<file path="src/rgb9e_pkg.sv">
// Shared constants, types and helper functions for the rgb9e5 encoder.
// Used by every module of the block; depends on nothing.
`default_nettype none

package rgb9e_pkg;

   // Field widths
   localparam int FloatW  = 32;
   localparam int MagW    = 31;
   localparam int ExpFldW = 8;
   localparam int SigW    = 24;
   localparam int MantW   = 9;
   localparam int RndW    = 10;
   localparam int SexpW   = 5;
   localparam int ShiftW  = 8;

   // Positive magnitude of +Inf; anything above it is a NaN
   localparam logic [MagW-1:0] InfMag = 31'h7F80_0000;
   // 65408.0 = 511/512 * 2^16, largest value the format holds
   localparam logic [MagW-1:0] MaxMag = 31'h477F_8000;
   // Biased float exponent at which the shared exponent is zero (127 - 16)
   localparam logic [ExpFldW-1:0] ExpBase = 8'd111;
   // Shift offset: 127 - 1 (leading-one position) and mantissa scale
   localparam logic [ExpFldW:0] ShiftBase = 9'd126;
   // A shift at or above this always rounds to zero
   localparam logic [ShiftW-1:0] ShiftZero = 8'd25;
   localparam logic [SexpW:0] SexpMax = 6'd31;
   localparam logic [MantW-1:0] MantMax = 9'd511;

   typedef logic [MagW-1:0]  mag_type;
   typedef logic [SexpW:0]   sexp_type;

   // Clamp one binary32 pattern to [0, 65408]; sign dropped from the result
   function automatic mag_type clamp_mag(input logic [FloatW-1:0] x);
      mag_type m;
      m = x[MagW-1:0];
      if (x[FloatW-1] || (m > InfMag)) begin
         clamp_mag = '0;
      end else if (m > MaxMag) begin
         clamp_mag = MaxMag;
      end else begin
         clamp_mag = m;
      end
   endfunction

   // Effective exponent (denormals behave as exponent one)
   function automatic logic [ExpFldW-1:0] eff_exp(input mag_type m);
      eff_exp = (m[MagW-1:SigW-1] == '0) ? 8'd1 : m[MagW-1:SigW-1];
   endfunction

   // Significand with the hidden bit restored
   function automatic logic [SigW-1:0] full_sig(input mag_type m);
      full_sig = {(m[MagW-1:SigW-1] != '0), m[SigW-2:0]};
   endfunction

   // Right shift that turns a magnitude into a mantissa at shared exponent e
   function automatic logic [ShiftW-1:0] mant_shift(input mag_type m, input sexp_type e);
      logic [ExpFldW:0] t;
      t = ShiftBase + {3'b000, e} - {1'b0, eff_exp(m)};
      mant_shift = t[ShiftW-1:0];
   endfunction

   // Round half up: floor(s / 2^k + 0.5); k is never below 15 here
   function automatic logic [RndW-1:0] round_shift(input logic [SigW-1:0] s,
                                                   input logic [ShiftW-1:0] k);
      logic [SigW-1:0] q;
      logic [RndW:0]   r;
      q = s >> (k - 8'd1);
      r = {1'b0, q[RndW-1:0]} + 11'd1;
      if (k >= ShiftZero) begin
         round_shift = '0;
      end else begin
         round_shift = r[RndW:1];
      end
   endfunction

endpackage

`default_nettype wire

</file>
<file path="src/rgb9e_clamp_max.sv">
// Front two pipeline stages: clamp each channel, then pick the largest and
// derive the raw shared exponent. Depends on rgb9e_pkg.
`default_nettype none

module rgb9e_clamp_max (
   input  wire logic                         clock,
   input  wire logic                         reset,
   input  wire logic                         in_valid,
   output logic                              in_ready,
   input  wire logic [31:0]                  red_bits,
   input  wire logic [31:0]                  green_bits,
   input  wire logic [31:0]                  blue_bits,
   output logic                              out_valid,
   input  wire logic                         out_ready,
   output rgb9e_pkg::mag_type                out_red,
   output rgb9e_pkg::mag_type                out_green,
   output rgb9e_pkg::mag_type                out_blue,
   output rgb9e_pkg::mag_type                out_max,
   output rgb9e_pkg::sexp_type               out_exp
);

   logic v1_ff, v1_in, v2_ff, v2_in;
   logic adv1, adv2;
   rgb9e_pkg::mag_type r1_ff, g1_ff, b1_ff;
   rgb9e_pkg::mag_type r2_ff, g2_ff, b2_ff, m2_ff, max_in;
   rgb9e_pkg::sexp_type e2_ff, e_in;
   logic [rgb9e_pkg::ExpFldW-1:0] ef;

   // Stall chain: a stage moves when it is empty or its successor moves
   assign adv2     = !v2_ff || out_ready;
   assign adv1     = !v1_ff || adv2;
   assign in_ready = adv1;
   assign v1_in    = adv1 ? in_valid : v1_ff;
   assign v2_in    = adv2 ? v1_ff : v2_ff;

   // Largest clamped channel and its shared exponent, floored at zero
   always_comb begin
      max_in = r1_ff;
      if (g1_ff > max_in) begin
         max_in = g1_ff;
      end
      if (b1_ff > max_in) begin
         max_in = b1_ff;
      end
      ef = max_in[rgb9e_pkg::MagW-1:rgb9e_pkg::SigW-1];
      if (ef < rgb9e_pkg::ExpBase) begin
         e_in = '0;
      end else begin
         e_in = rgb9e_pkg::sexp_type'(ef - rgb9e_pkg::ExpBase);
      end
   end

   // Hold valid bits
   always_ff @(posedge clock) begin
      if (reset) begin
         v1_ff <= 1'b0;
         v2_ff <= 1'b0;
      end else begin
         v1_ff <= v1_in;
         v2_ff <= v2_in;
      end
   end

   // Stage one: clamp
   always_ff @(posedge clock) begin
      if (adv1) begin
         r1_ff <= rgb9e_pkg::clamp_mag(red_bits);
         g1_ff <= rgb9e_pkg::clamp_mag(green_bits);
         b1_ff <= rgb9e_pkg::clamp_mag(blue_bits);
      end
   end

   // Stage two: max and exponent
   always_ff @(posedge clock) begin
      if (adv2) begin
         r2_ff <= r1_ff;
         g2_ff <= g1_ff;
         b2_ff <= b1_ff;
         m2_ff <= max_in;
         e2_ff <= e_in;
      end
   end

   assign out_valid = v2_ff;
   assign out_red   = r2_ff;
   assign out_green = g2_ff;
   assign out_blue  = b2_ff;
   assign out_max   = m2_ff;
   assign out_exp   = e2_ff;

   a_max_dominates: assert property (@(posedge clock) disable iff (reset)
      v2_ff |-> (m2_ff >= r2_ff) && (m2_ff >= g2_ff) && (m2_ff >= b2_ff))
      else $error("max below a channel");

   a_clamp_limit: assert property (@(posedge clock) disable iff (reset)
      v2_ff |-> (m2_ff <= rgb9e_pkg::MaxMag) && (e2_ff <= rgb9e_pkg::SexpMax))
      else $error("clamp or exponent out of range");

endmodule

`default_nettype wire

</file>
<file path="src/rgb9e_round.sv">
// Back two pipeline stages: round the largest channel and bump the shared
// exponent, then round all three mantissas and pack. Depends on rgb9e_pkg.
`default_nettype none

module rgb9e_round (
   input  wire logic                  clock,
   input  wire logic                  reset,
   input  wire logic                  in_valid,
   output logic                       in_ready,
   input  wire rgb9e_pkg::mag_type    in_red,
   input  wire rgb9e_pkg::mag_type    in_green,
   input  wire rgb9e_pkg::mag_type    in_blue,
   input  wire rgb9e_pkg::mag_type    in_max,
   input  wire rgb9e_pkg::sexp_type   in_exp,
   output logic                       out_valid,
   input  wire logic                  out_ready,
   output logic [31:0]                out_word
);

   logic v3_ff, v3_in, v4_ff, v4_in;
   logic adv3, adv4, bump;
   logic [rgb9e_pkg::RndW-1:0] mm;
   rgb9e_pkg::mag_type r3_ff, g3_ff, b3_ff;
   rgb9e_pkg::sexp_type e3_ff, e3_in;
   logic [rgb9e_pkg::RndW-1:0] rr, gr, br;
   logic [rgb9e_pkg::MantW-1:0] rm, gm, bm;
   logic [31:0] word_ff, word_in;

   // Stall chain
   assign adv4     = !v4_ff || out_ready;
   assign adv3     = !v3_ff || adv4;
   assign in_ready = adv3;
   assign v3_in    = adv3 ? in_valid : v3_ff;
   assign v4_in    = adv4 ? v3_ff : v4_ff;

   // Round the max; a carry to 512 doubles the scale
   always_comb begin
      mm    = rgb9e_pkg::round_shift(rgb9e_pkg::full_sig(in_max),
                                     rgb9e_pkg::mant_shift(in_max, in_exp));
      bump  = mm[rgb9e_pkg::MantW];
      e3_in = in_exp + {5'd0, bump};
      if (e3_in > rgb9e_pkg::SexpMax) begin
         e3_in = rgb9e_pkg::SexpMax;
      end
   end

   // Round each channel at the final scale, saturate and pack
   always_comb begin
      rr = rgb9e_pkg::round_shift(rgb9e_pkg::full_sig(r3_ff),
                                  rgb9e_pkg::mant_shift(r3_ff, e3_ff));
      gr = rgb9e_pkg::round_shift(rgb9e_pkg::full_sig(g3_ff),
                                  rgb9e_pkg::mant_shift(g3_ff, e3_ff));
      br = rgb9e_pkg::round_shift(rgb9e_pkg::full_sig(b3_ff),
                                  rgb9e_pkg::mant_shift(b3_ff, e3_ff));
      rm = rr[rgb9e_pkg::MantW] ? rgb9e_pkg::MantMax : rr[rgb9e_pkg::MantW-1:0];
      gm = gr[rgb9e_pkg::MantW] ? rgb9e_pkg::MantMax : gr[rgb9e_pkg::MantW-1:0];
      bm = br[rgb9e_pkg::MantW] ? rgb9e_pkg::MantMax : br[rgb9e_pkg::MantW-1:0];
      word_in = {e3_ff[rgb9e_pkg::SexpW-1:0], bm, gm, rm};
   end

   always_ff @(posedge clock) begin
      if (reset) begin
         v3_ff <= 1'b0;
         v4_ff <= 1'b0;
      end else begin
         v3_ff <= v3_in;
         v4_ff <= v4_in;
      end
   end

   // Stage three: final exponent
   always_ff @(posedge clock) begin
      if (adv3) begin
         r3_ff <= in_red;
         g3_ff <= in_green;
         b3_ff <= in_blue;
         e3_ff <= e3_in;
      end
   end

   // Stage four: output word
   always_ff @(posedge clock) begin
      if (adv4) begin
         word_ff <= word_in;
      end
   end

   assign out_valid = v4_ff;
   assign out_word  = word_ff;

   a_bump_nonzero: assert property (@(posedge clock) disable iff (reset)
      (in_valid && adv3 && bump) |=> (e3_ff != '0))
      else $error("exponent bump lost");

   a_stage_moves: assert property (@(posedge clock) disable iff (reset)
      (v3_ff && adv4) |=> v4_ff)
      else $error("beat dropped between rounding stages");

endmodule

`default_nettype wire

</file>
<file path="src/rgb9e5_encoder_core.sv">
// Top level of the rgb9e5 shared-exponent encoder.
// Instantiates rgb9e_clamp_max and rgb9e_round; depends on rgb9e_pkg.
//
// Usage:
//  - req channel: one beat per pixel, tdata carries three binary32 channel
//    patterns (red low, then green, then blue).
//  - rsp channel: one beat per pixel, tdata carries the packed word with the
//    5-bit shared exponent in bits 31..27 and blue, green, red mantissas below.
//  - Throughput: one pixel per cycle while rsp_tready is high; four register
//    stages (clamp, max and exponent, max rounding and bump, channel rounding
//    and pack) each hold one beat.
//  - Negative and NaN channels encode as zero, values above 65408 saturate.
//  - Reset (synchronous, active high) empties all stages; no beat is
//    presented on rsp until new data arrives.
//  - When rsp_tready is low, the output beat holds and the stages behind it
//    keep filling; req_tready falls only once every stage is occupied.
`default_nettype none

module rgb9e5_encoder_core (
   input  wire logic         clock,
   input  wire logic         reset,
   input  wire logic         req_tvalid,
   output logic              req_tready,
   input  wire logic [95:0]  req_tdata,   // red_bits, green_bits, blue_bits
   output logic              rsp_tvalid,
   input  wire logic         rsp_tready,
   output logic [31:0]       rsp_tdata    // packed_word
);

   logic mid_valid, mid_ready;
   rgb9e_pkg::mag_type mid_red, mid_green, mid_blue, mid_max;
   rgb9e_pkg::sexp_type mid_exp;

   rgb9e_clamp_max u_front (
      .clock      (clock),
      .reset      (reset),
      .in_valid   (req_tvalid),
      .in_ready   (req_tready),
      .red_bits   (req_tdata[31:0]),
      .green_bits (req_tdata[63:32]),
      .blue_bits  (req_tdata[95:64]),
      .out_valid  (mid_valid),
      .out_ready  (mid_ready),
      .out_red    (mid_red),
      .out_green  (mid_green),
      .out_blue   (mid_blue),
      .out_max    (mid_max),
      .out_exp    (mid_exp)
   );

   rgb9e_round u_back (
      .clock     (clock),
      .reset     (reset),
      .in_valid  (mid_valid),
      .in_ready  (mid_ready),
      .in_red    (mid_red),
      .in_green  (mid_green),
      .in_blue   (mid_blue),
      .in_max    (mid_max),
      .in_exp    (mid_exp),
      .out_valid (rsp_tvalid),
      .out_ready (rsp_tready),
      .out_word  (rsp_tdata)
   );

endmodule

`default_nettype wire

</file>
<file path="config.mk">
export PLATFORM = sky130hd
export DESIGN_NAME = rgb9e5_encoder_core
export DESIGN_NICKNAME = d
export VERILOG_FILES = /design/src/rgb9e_pkg.sv /design/src/rgb9e_clamp_max.sv /design/src/rgb9e_round.sv /design/src/rgb9e5_encoder_core.sv
export SDC_FILE = /design/constraint.sdc
export NUM_CORES = 1
export LEC_CHECK = 0
export BUFFER_PORTS_ARGS = -buffer_cell sky130_fd_sc_hd__buf_4
export CAP_MARGIN = 5
export CORE_MARGIN = 5
export CORE_UTILIZATION = 45
export CTS_CLUSTER_DIAMETER = 200
export DETAILED_ROUTE_END_ITERATION = 6
export GPL_ROUTABILITY_DRIVEN = 0
export PLACE_DENSITY = 0.69
export SLEW_MARGIN = 10
export SYNTH_ARGS = -nofsm -noshare
export SYNTH_HDL_FRONTEND = slang
export SYNTH_SLANG_ARGS = --single-unit
</file>
<file path="constraint.sdc">
create_clock -name clock -period 9.1 [get_ports clock]
set_input_delay 1.365 -clock clock [delete_from_list [all_inputs] [get_ports clock]]
set_output_delay 1.365 -clock clock [all_outputs]
set_load 0.05 [all_outputs]
</file>
==> impl_metrics.toml <==
[route]
route.detailed.wl_per_inst_um = 19.75
ant_nets = 0
routed_via_density = 5.745
dr.pass1.iters = 6
vias = 15449
initialDrtViolationCount = 1579
wl_um = 53100
drc = 0

[setup_path]
cp-start-kind = "flip-flop"
arrival_ns = 6.50
endpoint_kind = "flip-flop"
required_ns = 9.38
r2r_cells = 25
cpMostUsedCell = "ha_1"
worstPathMaxFanout = 5
criticalPathCategory = "reg2reg"
slowest_delay_ns = 0.67
cp_slowest_cell = "or4b_2"

[job]
max_cap_violations = 0

[synthesis]
yosysSeqAreaShare_pct = 50.73
async_reset_ff_share_pct = 0
syn_nets = 2152
synth_cell_types = 95
dominantRegCellSynth = "edfxtp_1"
syn_area_sq_um = 21110
netlist_instances = 1937
avgSynthCellArea_sq_um = 10.90
synth_edf_count = 354
synth_area_leader_cell = "edfxtp_1"
yosys-top-cells-area = "edfxtp_1 (50%), ha_1 (6.6%), a21oi_1 (3.7%), mux2i_1 (3.6%), nor2_1 (2.9%)"
synth-seq-cells = 358
synth_top_area_share_pct = 50.35
synth_warnings = 0

[clock_tree]
htreeDepth = 2
clk_pin_slew_ns = 0.06
cts_resized = 0
cts-root-buf = "clkbuf_16"
clockBufferDepth = 3
hold_buffers = 0
cts_post_setup_buffers_inserted = 0
cts_tree = "done"
worstSkewPairLatency_ns = 0.58
cts_buffers = 40
cts_sinks = 358

[sta]
worst_slew_pin_slew_ns = 1.091
final.period_utilization_pct = 68.36
relSlewSlack_pct = 27.24
holdWs_ns = 0.4137
fmax_ghz = 0.1608
final.setup_skew_ns = 0.03748
rsz0062_at_grt = "no"
setup_violations = 0
final-hold-violation-count = 0
finalSetupTns_ns = 0
drv_slew = 0
min_period_ns = 6.220

[place]
port_buffers = 133
dp_cells = 2616
dpl.hpwl_um = 41140

[global_route]
grt_max_degree = 82
grt.overflow.total = 0
track_usage_pct = 20.68
antenna_found_initial = 2
grt_pass1_wl_um = 83840
grt_pass1_vias = 14828

[floorplan]
ios = 134
rows = 79
coreArea_sq_um = 46460
die_x_um = 226.6
die_h_um = 226.6
start_util_pct = 45.45
die_area_sq_um = 51350

[final_layout]
layout-drive-gt1-share_pct = 14.31
final_cell_mix = "edfxtp_1 (354), nor2_1 (161), a21oi_1 (156)"
syn_to_final_growth_pct = 13.92
stdcell_count = 2689
diodes = 0
num-nets-final = 2266
final_common_cell = "edfxtp_1"
fillers = 4032
postLayoutCoreUtil_pct = 51.77

[worst_hold_path]
min_path_cells = 0
hold_path.class = "reg2reg"

[status]
outcome = "finished clean"
## stage by stage
step	worst slack (ns)	instance area (sq um)
4_1_cts	2.911	24050
6_report	2.880	24050
3_3_place_gp	3.191	22710
2_1_floorplan	3.557	21110
5_1_grt	2.271	24050
3_5_place_dp	2.931	22710
## synth_stat cells, drive strengths merged, types with 33 or more instances
master,number
a211oi,33
nand3,39
inv,133
clkbuf,57
and2,68
xnor2,44
edfxtp,354
nor2,161
nand2,145
o21ai,73
nor3,42
mux2,36
ha,111
mux2i,75
a21oi,157
## cell families (layout without fill, tap and decap cells)
group | after synthesis | in the layout | synth area share, %
compound gates | 419 | 419 | 12.80
xor+xnor | 68 | 68 | 3.176
fa+ha+maj | 115 | 115 | 6.957
buf+inv | 212 | 357 | 3.929
flops | 358 | 358 | 50.73
mux | 124 | 124 | 6.862
other cells | 1 | 1 | 0.01776
simple gates | 640 | 640 | 15.53
## area by class of cell
class | instances | area, sq um | area share, %
clock buffers | 47 | 1027 | 4.271
clock inverters | 26 | 312.8 | 1.300
inverters | 133 | 501.7 | 2.086
multi-input cells | 1367 | 9608 | 39.94
flip-flops and latches | 358 | 10710 | 44.53
well taps | 607 | 759.5 | 3.158
repair buffers | 151 | 1134 | 4.713
## worst max-delay path, delay by kind of cell, from the launching register on
kind,cells,cell delay [ns]
AND/OR/NAND/NOR,9,2.62
AO/OA/AOI/OAI,7,1.19
adder cells (fa/ha/maj),5,1.15
XOR/XNOR,2,0.47
flip-flops,1,0.36
buffers and inverters,2,0.13
## flip-flops by register name, indices dropped and copies added, names as in the netlist, 6 cells and up
signal	cells
u_front.out_max	31
u_back.e3_ff	6
u_front.out_blue	31
u_front.b1_ff	31
u_back.b3_ff	31
u_front.r1_ff	31
u_front.out_green	31
u_front.g1_ff	31
u_back.g3_ff	31
u_front.out_red	31
u_front.out_exp	6
u_back.r3_ff	31
u_back.out_word	32
## worst paths after layout
path                              endpoint                            start  slack [ns]
min reg2reg     u_back.g3_ff[28]$_DFFE_PP_  u_front.out_green[28]$_DFFE_PP_        0.41
min             u_back.g3_ff[28]$_DFFE_PP_  u_front.out_green[28]$_DFFE_PP_        0.41
max reg2reg  u_back.e3_ff[1]$_SDFFCE_PN1P_    u_front.out_max[29]$_DFFE_PP_        2.88
max          u_back.e3_ff[1]$_SDFFCE_PN1P_    u_front.out_max[29]$_DFFE_PP_        2.88
## metal layers
| layer | GRT usage (%) | routed length [um] | up-vias |
|---|---|---|---|
| li1 | - | - | 7463 |
| met1 | 29.49 | 23470 | 7328 |
| met2 | 33.37 | 24840 | 566 |
| met3 | 2.486 | 3201 | 92 |
| met4 | 6.501 | 1593 | 0 |
| met5 | 0 | 0 | - |
Power is not shown: default switching activity piles up to over one toggle a cycle in this logic, so the estimate is an artifact.
